`src/sit_pkg.sv`:
```
// ----------------------------------------------------------------------------
// sit_pkg
// Shared types and constants of the sorted insert table: field widths,
// status and mode codes, sequencer states and the result record.
// ----------------------------------------------------------------------------
package sit_pkg;

    // fixed field widths of the stream payload
    localparam int KEY_W    = 32;
    localparam int PAY_W    = 16;
    localparam int POS_W    = 7;
    localparam int SLOT_W   = 7;
    localparam int FILL_W   = 8;
    localparam int STATUS_W = 2;

    // item kinds carried in s_tuser
    localparam logic MODE_INSERT = 1'b0;
    localparam logic MODE_READ   = 1'b1;

    // result status codes carried in m_tuser
    localparam logic [STATUS_W-1:0] STATUS_OK      = 2'd0;
    localparam logic [STATUS_W-1:0] STATUS_FULL    = 2'd1;
    localparam logic [STATUS_W-1:0] STATUS_BAD_POS = 2'd2;

    // sequencer states
    typedef enum logic [2:0] {
        ST_IDLE,
        ST_RD_REQ,
        ST_RD_DATA,
        ST_INS_REQ,
        ST_INS_CMP,
        ST_INS_WRITE,
        ST_DONE
    } state_t;

    // one finished result
    typedef struct packed {
        logic [STATUS_W-1:0]     status;
        logic [SLOT_W-1:0]       slot;
        logic signed [KEY_W-1:0] key;
        logic [PAY_W-1:0]        payload;
        logic [FILL_W-1:0]       fill;
    } result_t;

endpackage

```
`src/sit_seq.sv`:
```
// ----------------------------------------------------------------------------
// sit_seq
// Sequencer and datapath of the sorted insert table. An insert walks down
// from the top of the table through one shared signed key comparator,
// moving each larger entry up one place until the gap for the new record
// is found. A read fetches one entry.
// ----------------------------------------------------------------------------
module sit_seq
    import sit_pkg::*;
#(
    parameter int DEPTH        = 128,
    parameter int PAYLOAD_BITS = 16,
    localparam int ADDR_W = (DEPTH > 1) ? $clog2(DEPTH) : 1,
    localparam int WORD_W = KEY_W + PAYLOAD_BITS
) (
    input  logic              aclk,
    input  logic              aresetn,
    // item side
    input  logic              in_valid,
    output logic              in_ready,
    input  logic              in_mode,
    input  logic [KEY_W-1:0]  in_key,
    input  logic [PAY_W-1:0]  in_payload,
    input  logic [POS_W-1:0]  in_position,
    // result side
    output logic              res_valid,
    input  logic              res_ready,
    output result_t           res,
    // table memory
    output logic              ram_wr_en,
    output logic [ADDR_W-1:0] ram_wr_addr,
    output logic [WORD_W-1:0] ram_wr_data,
    output logic              ram_rd_en,
    output logic [ADDR_W-1:0] ram_rd_addr,
    input  logic [WORD_W-1:0] ram_rd_data
);

    localparam int CNT_W = $clog2(DEPTH + 1);
    localparam int CMP_W = (CNT_W > POS_W) ? CNT_W : POS_W;

    state_t state_reg, state_next;

    logic [CNT_W-1:0]        count_reg;
    logic [ADDR_W-1:0]       j_reg;
    logic [KEY_W-1:0]        key_reg;
    logic [PAYLOAD_BITS-1:0] pay_reg;
    logic [POS_W-1:0]        pos_reg;
    result_t                 res_reg;

    logic              in_fire;
    logic              pos_ge_count;
    logic              table_full;
    logic              key_less;
    logic              j_above_one;
    logic [KEY_W-1:0]  rd_key;
    logic [CNT_W-1:0]  count_inc;

    assign in_fire      = in_valid && in_ready;
    assign pos_ge_count = CMP_W'(in_position) >= CMP_W'(count_reg);
    assign table_full   = count_reg == CNT_W'(DEPTH);
    assign count_inc    = count_reg + CNT_W'(1);
    assign j_above_one  = j_reg > ADDR_W'(1);
    assign rd_key       = ram_rd_data[WORD_W-1 -: KEY_W];

    // shared compare unit: new key strictly below the stored key
    assign key_less = $signed(key_reg) < $signed(rd_key);

    // next state
    always_comb begin
        state_next = state_reg;
        case (state_reg)
            ST_IDLE: begin
                if (in_valid) begin
                    if (in_mode == MODE_READ) begin
                        state_next = pos_ge_count ? ST_DONE : ST_RD_REQ;
                    end else if (table_full) begin
                        state_next = ST_DONE;
                    end else if (count_reg == '0) begin
                        state_next = ST_INS_WRITE;
                    end else begin
                        state_next = ST_INS_REQ;
                    end
                end
            end
            ST_RD_REQ:    state_next = ST_RD_DATA;
            ST_RD_DATA:   state_next = ST_DONE;
            ST_INS_REQ:   state_next = ST_INS_CMP;
            ST_INS_CMP: begin
                if (!(key_less && j_above_one)) begin
                    state_next = ST_INS_WRITE;
                end
            end
            ST_INS_WRITE: state_next = ST_DONE;
            ST_DONE: begin
                if (res_ready) begin
                    state_next = ST_IDLE;
                end
            end
            default:      state_next = ST_IDLE;
        endcase
    end

    // outputs and memory controls
    always_comb begin
        in_ready    = 1'b0;
        res_valid   = 1'b0;
        ram_wr_en   = 1'b0;
        ram_wr_addr = j_reg;
        ram_wr_data = {key_reg, pay_reg};
        ram_rd_en   = 1'b0;
        ram_rd_addr = j_reg - ADDR_W'(1);
        case (state_reg)
            ST_IDLE: begin
                // no transfer while reset is held
                in_ready = aresetn;
            end
            ST_RD_REQ: begin
                ram_rd_en   = 1'b1;
                ram_rd_addr = ADDR_W'(pos_reg);
            end
            ST_INS_REQ: begin
                ram_rd_en = 1'b1;
            end
            ST_INS_CMP: begin
                // move the larger entry up and fetch the one below it
                if (key_less) begin
                    ram_wr_en   = 1'b1;
                    ram_wr_data = ram_rd_data;
                    ram_rd_en   = j_above_one;
                    ram_rd_addr = j_reg - ADDR_W'(2);
                end
            end
            ST_INS_WRITE: begin
                ram_wr_en = 1'b1;
            end
            ST_DONE: begin
                res_valid = 1'b1;
            end
            default: begin
                in_ready = 1'b0;
            end
        endcase
    end

    assign res = res_reg;

    // control registers
    always_ff @(posedge aclk) begin
        if (!aresetn) begin
            state_reg <= ST_IDLE;
            count_reg <= '0;
        end else begin
            state_reg <= state_next;
            if (state_reg == ST_INS_WRITE) begin
                count_reg <= count_inc;
            end
        end
    end

    // item and result registers
    always_ff @(posedge aclk) begin
        if (in_fire) begin
            key_reg <= in_key;
            pay_reg <= PAYLOAD_BITS'(in_payload);
            pos_reg <= in_position;
            j_reg   <= ADDR_W'(count_reg);
            if (in_mode == MODE_READ) begin
                res_reg.status  <= STATUS_BAD_POS;
                res_reg.slot    <= SLOT_W'(in_position);
                res_reg.key     <= '0;
                res_reg.payload <= '0;
            end else begin
                res_reg.status  <= STATUS_FULL;
                res_reg.slot    <= '0;
                res_reg.key     <= in_key;
                res_reg.payload <= PAY_W'(PAYLOAD_BITS'(in_payload));
            end
            res_reg.fill <= FILL_W'(count_reg);
        end
        if (state_reg == ST_RD_DATA) begin
            res_reg.status  <= STATUS_OK;
            res_reg.key     <= rd_key;
            res_reg.payload <= PAY_W'(ram_rd_data[PAYLOAD_BITS-1:0]);
        end
        if (state_reg == ST_INS_CMP && key_less) begin
            j_reg <= j_reg - ADDR_W'(1);
        end
        if (state_reg == ST_INS_WRITE) begin
            res_reg.status  <= STATUS_OK;
            res_reg.slot    <= SLOT_W'(j_reg);
            res_reg.key     <= key_reg;
            res_reg.payload <= PAY_W'(pay_reg);
            res_reg.fill    <= FILL_W'(count_inc);
        end
    end

    // the record count never passes the table depth
    a_count_bound: assert property (@(posedge aclk) disable iff (!aresetn)
        count_reg <= CNT_W'(DEPTH))
        else $error("record count above depth");

    // the walk never compares below the bottom entry
    a_walk_above_bottom: assert property (@(posedge aclk) disable iff (!aresetn)
        state_reg == ST_INS_CMP |-> j_reg != '0)
        else $error("insert walk below entry zero");

    // the count grows by one after each stored record
    a_count_step: assert property (@(posedge aclk) disable iff (!aresetn)
        state_reg == ST_INS_WRITE |=> count_reg == $past(count_inc))
        else $error("count not advanced on insert");

    // the count holds outside the store step
    a_count_hold: assert property (@(posedge aclk) disable iff (!aresetn)
        state_reg != ST_INS_WRITE |=> $stable(count_reg))
        else $error("count changed without insert");

    // an insert only starts walking into a table that has room
    a_walk_has_room: assert property (@(posedge aclk) disable iff (!aresetn)
        state_reg == ST_INS_REQ |-> !table_full)
        else $error("insert walk on a full table");

endmodule

```
`config.mk`:
```
export PLATFORM = sky130hd
export DESIGN_NAME = sit_seq
export DESIGN_NICKNAME = d
export VERILOG_FILES = /design/src/sit_pkg.sv /design/src/sit_seq.sv
export SDC_FILE = /design/constraint.sdc
export NUM_CORES = 1
export LEC_CHECK = 0
export BUFFER_PORTS_ARGS = -buffer_cell sky130_fd_sc_hd__buf_2
export CAP_MARGIN = 20
export CORE_ASPECT_RATIO = 2
export CORE_MARGIN = 2
export CORE_UTILIZATION = 52
export CTS_CLUSTER_SIZE = 40
export DETAILED_ROUTE_END_ITERATION = 8
export GPL_TIMING_DRIVEN = 0
export MAX_ROUTING_LAYER = met4
export PLACE_DENSITY = 0.84
export RECOVER_POWER = 100
export SLEW_MARGIN = 20
export SYNTH_ARGS = -nofsm -noshare
export SYNTH_HDL_FRONTEND = slang
export SYNTH_SLANG_ARGS = --single-unit
export TNS_END_PERCENT = 1
```
`constraint.sdc`:
```
create_clock -name aclk -period 3.8 [get_ports aclk]
set_input_delay 0.38 -clock aclk [delete_from_list [all_inputs] [get_ports aclk]]
set_output_delay 0.38 -clock aclk [all_outputs]
set_load 0.03 [all_outputs]
```
==> results of run 1 <==
==> routing by layer <==
metal / track usage / up-vias / wire length (um)
li1: - / 2867 / -
met1: 0.339 / 2972 / 7890
met2: 0.438 / 408 / 10200
met3: 0.0519 / 27 / 1980
met4: 0.0795 / 0 / 311
met5: - / - / 0
==> Yosys cell counts (2+ instances only) <==
cell and count:
mux2_1 10, nor2b_1 2, a221o_1 3, or4_1 2, and2_1 10, nor3b_1 3
clkbuf_1 23, nor3_1 6, a222oi_1 48, buf_1 2, a211oi_1 2, nand3_1 8
o21ai_0 20, nand2_1 46, o211ai_1 3, xor2_1 5, dfxtp_1 13, a21oi_1 32
o21ai_1 2, nor2_1 22, edfxtp_1 125, inv_1 96, and3_1 2, mux2i_1 4
nand4_1 5, ha_1 44, nor4_1 2, nand2b_1 4, a21o_1 4, xnor2_1 9
mux2_4 36, buf_6 5
==> metrics by stage <==
stage	cells	hold slack [ns]	cell area [um2]
after global placement	1052	0.500	8910
after floorplan	622	0.479	7480
after detailed placement	1053	0.519	8930
final	1088	0.155	9450
after global routing	1088	0.137	9450
after CTS	1087	0.142	9570
==> layout by cell type, fill, tap and decap left out, drive strengths merged, types with 4 or more instances in the layout <==
cell type,Yosys,layout
nand3,8,8
o21ai,22,22
nand2b,4,4
nor2,22,22
ha,44,44
nor3,6,6
dfxtp,13,13
inv,96,101
clkinv,0,5
nand2,47,47
and2,11,11
edfxtp,125,125
a21oi,32,32
buf,8,135
a21o,4,4
clkbuf,23,157
nand4,5,5
a222oi,48,48
mux2i,4,4
mux2,47,47
xor2,5,5
xnor2,9,9
==> how the worst min path moves through the flow <==
| stage | startpoint | to | slack, ns | cells after the start |
|---|---|---|---|---|
| 2_1_floorplan | in_key[0] | key_reg[0]$_DFFE_PP_ | 0.48 | 0 |
| 3_3_place_gp | res[63]$_SDFFE_PP0P_ | res[63]$_SDFFE_PP0P_ | 0.50 | 2 |
| 3_5_place_dp | res[63]$_SDFFE_PP0P_ | res[63]$_SDFFE_PP0P_ | 0.52 | 2 |
| 4_1_cts | in_payload[4] | pay_reg[4]$_DFFE_PP_ | 0.14 | 1 |
| 5_1_grt | in_payload[15] | pay_reg[15]$_DFFE_PP_ | 0.14 | 1 |
| 6_report | in_key[12] | key_reg[12]$_DFFE_PP_ | 0.16 | 1 |
==> what timing repair did <==
| action | 4_1_cts | 5_1_grt |
|---|---|---|
| pin swaps | 1 | 2 |
| endpoints found under the setup margin | 51 | 51 |
| buffers inserted | 2 | 1 |
| resized for setup | 1 | 4 |
| hold endpoints to repair | 0 | 0 |
==> kinds of logic after synthesis <==
family,count (synthesis)
buf+inv,127
mux,51
compound gates,129
xor+xnor,14
flops,138
simple gates,119
fa+ha+maj,44
==> cell type report <==
type | count | area share
Clock buffer | 19 | 0.0479
Timing Repair Buffer | 242 | 0.116
Multi-Input combinational cell | 357 | 0.315
Buffer | 31 | 0.0166
Inverter | 96 | 0.0384
Clock inverter | 13 | 0.0167
Tap cell | 192 | 0.0254
Sequential cell | 138 | 0.425
==> power breakdown <==
part | internal, uW | total [uW] | switching, uW
Sequential | 1910 | 2010 | 92.9
Combinational | 481 | 1590 | 1100
Clock | 1020 | 1700 | 683
==> flow_summary.yaml, run 1 <==
run_status:
  status: "complete, no violations"
critical_path:
  reg2reg_to: "res[53]$_DFFE_PP_"
  crit_path_cell_trace: "ha_1 -> nand2_1 -> o21ai_1 -> a41oi_1 -> o41ai_4 -> a211oi_4 -> buf_4 -> buf_4 -> or4b_1 -> o211ai_1 -> buf_2"
  crit_path_start_kind: "flop"
  cp_slowest_stage_delay_ns: 0.51
  cp_slowest_cell: "or4b_1"
  r2r_cells: 8
  cp.depth: 11
  path_buf_inv: 3
  cp_max_fo: 5
  crit_required_ns: 3.42
  cp-startpoint: "key_reg[2]$_DFFE_PP_"
  path_delay_family: "compound AO/OA/AOI/OAI gates"
  timing.rr.start: "state_reg[0]$_SDFFE_PN0P_"
  cpMostUsedCell: "buf_4"
  r2r_slack_ns: 0.73
  arrival_ns: 3.27
  crit_type: "flop to primary output"
  endpoint_kind: "primary output"
  endpoint: "ram_rd_addr[5]"
yosys:
  synth_edf_count: 125
  yosys.area.top_type: "edfxtp_1"
  synth-adder-area-share: 0.0736
  ys_ff_latch: 138
  synth_top_family_by_area: "compound AO/OA/AOI/OAI gates"
  synthXorXnorAreaFrac: 0.0164
  async_flop_share: 0
  yosys.area.top_type_share: 0.502
  ys_seq_area_frac: 0.537
  synth.mux.area_fraction: 0.0942
  ys.flop_type: "edfxtp_1"
  netlist_top_cells_area: "edfxtp_1, ha_1, mux2_4, a222oi_1, inv_1"
  netlist_area_um2: 7480
  synth-compound-area-share: 0.133
  syn_nets: 774
  ys_warn_count: 0
  synth_simple_gate_area_share: 0.0776
  yosysUniqueCellTypes: 56
  syn_avg_cell_area_um2: 12.0
  synthCells: 622
cts:
  root_buffer: "clkbuf_16"
  clkSinkCount: 138
  cts_max_path_buffers: 2
  cts_tree: "built"
  numCtsBuffers: 17
  hold_buffers: 0
  clkTransAtPathRegs_ns: 0.07
  clk_latency_ns: 0.41
  htree_levels: 4
global_route:
  grt_pass1_wl_mm: 30.9
  grt_use_total: 0.270
  grt_overflow: 0
  antenna_found_initial: 0
  grt_pass1_vias: 6176
  grt_max_degree: 49
timing:
  final.setup_skew_ns: 0.0105
  max_freq_ghz: 0.274
  fin_tns_setup_ns: 0
  rsz0062_at_grt: "yes"
  slew_violations: 0
  finalHoldViolCount: 0
  fin_crit_sh: 0.961
  fin_ws_ns: 0.149
  fin_crit_ns: 3.65
  tightest_slew_ns: 1.11
  setup_violations: 0
  slew-limit-headroom: 0.252
detailed_routing:
  drc: 0
  dr.pass1.iters: 8
  wl_mm: 20.4
  viasPerCell: 5.77
  antenna_left: 0
  wl_per_cell_um: 18.7
  drtIter0Drc: 731
  num_vias: 6274
layout:
  seqCellArea_um2: 4010
  finish.utilization: 0.666
  drive_gt1_frac: 0.235
  multi_input_area_um2: 2970
  layout.nets: 1035
  largest_register_ffs: 65
  fillers: 1098
  syn2layout_area_growth_pct: 26.3
  num_antenna_cells: 0
power:
  fin_total_pwr_uw: 5290
  p_leak_uw: 0.00414
  irDropWorstVdd_uv: 353
  powerDensity_nw_per_um2: 560
placed_design:
  gp_congestion: 0.923
  port_buffers: 238
  place_ws_ns: 0.171
  dp_hpwl_mm: 15.0
worst_hold_path:
  hold_class: "input port to flop"
die:
  die_h_um: 174
  die_width_um: 88.8
  initial_core_util: 0.527
  design.die.area_um2: 15400
  placementRows: 62
  boundaryPins: 239
  core-area_um2: 14200
job:
  drv_cap: 0
No activity file was read; power rests on OpenSTA's default activity.
==> run 2: changes to the inputs <==
--- a/config.mk
+++ b/config.mk
@@ -7,7 +7,6 @@
 export LEC_CHECK = 0
 export BUFFER_PORTS_ARGS = -buffer_cell sky130_fd_sc_hd__buf_2
 export CAP_MARGIN = 20
-export CORE_ASPECT_RATIO = 2
 export CORE_MARGIN = 2
 export CORE_UTILIZATION = 52
 export CTS_CLUSTER_SIZE = 40
==> flow_summary.yaml, run 2 (synthesis results as in run 1) <==
die:
  initial_core_util: 0.535
  boundaryPins: 239
  die_h_um: 124
  design.die.area_um2: 15400
  placementRows: 43
  core-area_um2: 14000
  die_width_um: 124
detailed_routing:
  antenna_left: 0
  wl_mm: 21.5
  dr.pass1.iters: 7
  drtIter0Drc: 749
  wl_per_cell_um: 20.0
  drc: 0
  viasPerCell: 5.92
  num_vias: 6362
placed_design:
  dp_hpwl_mm: 15.5
  placed_area_um2: 8920
  gp_congestion: 0.958
  place_ws_ns: 0.178
  port_buffers: 238
global_route:
  grt_pass1_vias: 6134
  grt_overflow: 0
  grt_max_degree: 49
  grt_pass1_wl_mm: 31.5
  grtUsageMet3: 0.0591
  antenna_found_initial: 0
  grt_use_met2: 0.461
  grt_most_used_layer: "met2"
  grt_util_met1: 0.339
  grt_use_total: 0.283
cts:
  htree_levels: 4
  clkTransAtPathRegs_ns: 0.07
  cts_tree: "built"
  clkSinkCount: 138
  root_buffer: "clkbuf_16"
  clk_latency_ns: 0.42
  numCtsBuffers: 17
  cts_max_path_buffers: 2
timing:
  fin_ws_ns: 0.165
  slew_violations: 0
  fin_crit_sh: 0.957
  fin_crit_ns: 3.63
  finalHoldViolCount: 0
  max_freq_ghz: 0.275
  whs_ns: 0.152
  slew-limit-headroom: 0.462
  final.setup_skew_ns: 0.00973
  setup_violations: 0
  rsz0062_at_grt: "yes"
  tightest_slew_ns: 0.808
critical_path:
  crit_path_start_kind: "flop"
  crit_path_cell_trace: "ha_1 -> a21oi_1 -> o21ai_1 -> a221oi_2 -> o22ai_1 -> a211oi_4 -> nand2_4 -> buf_6 -> mux2_1 -> buf_2"
  endpoint_kind: "primary output"
  r2r_cells: 5
  crit_required_ns: 3.42
  cp_slowest_cell: "edfxtp_1"
  path_buf_inv: 2
  crit_type: "flop to primary output"
  path_delay_family: "compound AO/OA/AOI/OAI gates"
  arrival_ns: 3.25
  cp_slowest_stage_delay_ns: 0.45
  cp.depth: 10
  cp_max_fo: 10
layout:
  layout.nets: 1033
  largest_register_ffs: 65
  finish.utilization: 0.671
  final_cell_mix: "clkbuf_1, edfxtp_1, buf_2"
  syn2layout_area_growth_pct: 25.6
  stdcell_area_um2: 9390
  layout_commonest_cell: "clkbuf_1"
  drive_gt1_frac: 0.226
power:
  irDropWorstVdd_uv: 308
  p_leak_uw: 0.00409
  powerDensity_nw_per_um2: 558
worst_hold_path:
  hold_class: "input port to flop"
  worstHoldPathCells: 1
run_status:
  status: "complete, no violations"
job:
  drv_cap: 0
-- run 2: changes by cell type in the layout (fill, tap and decap cells not counted), sizes merged --
cell,change
inv,-1
diode,+1
clkbuf,+6
clkinv,-2
buf,-8
clkinvlp,+3
-- run 2: final cells by class --
class | instances | area (um2)
Multi-Input combinational cell | 357 | 2980
Timing Repair Buffer | 240 | 1070
Inverter | 96 | 363
Sequential cell | 138 | 4010
Antenna cell | 1 | 2.50
Tap cell | 180 | 225
Clock inverter | 13 | 143
Fill cell | 1142 | 4600
Buffer | 31 | 155
Clock buffer | 19 | 433
-- run 2: per-stage QoR --
stage / instances / setup TNS [ns] / power (uW)
2_1_floorplan: 622 / 0 / 3130
3_3_place_gp: 1040 / -21.83 / 3610
3_5_place_dp: 1041 / 0 / 3640
4_1_cts: 1074 / 0 / 5270
5_1_grt: 1074 / -0.00799 / 5440
6_report: 1075 / 0 / 5240
-- run 2: layer usage --
| metal | vias up | part of all wire |
|---|---|---|
| met5 | - | 0 |
| met4 | 0 | 0.034 |
| met3 | 64 | 0.083 |
| met2 | 382 | 0.50 |
| met1 | 3056 | 0.38 |
| li1 | 2860 | - |
-- run 2: worst paths after layout --
kind                             start              endpoint  slack (ns)
max reg2reg  state_reg[0]$_SDFFE_PN0P_     res[45]$_DFFE_PP_        0.81
min reg2reg       res[64]$_SDFFE_PP0P_  res[64]$_SDFFE_PP0P_        0.56
min                          in_key[4]  key_reg[4]$_DFFE_PP_        0.15
max              key_reg[17]$_DFFE_PP_       ram_wr_data[45]        0.17
-- run 2: power by group --
part	switching [uW]	total [uW]	internal (uW)
Sequential	97.9	2010	1910
Combinational	1120	1590	476
Clock	661	1630	971
-- run 2: repair_timing --
action,in CTS,in global routing
hold buffers,0,0
setup buffers,1,0
endpoints found under the setup margin,51,52
pin swaps,1,3
gates resized for setup,1,4
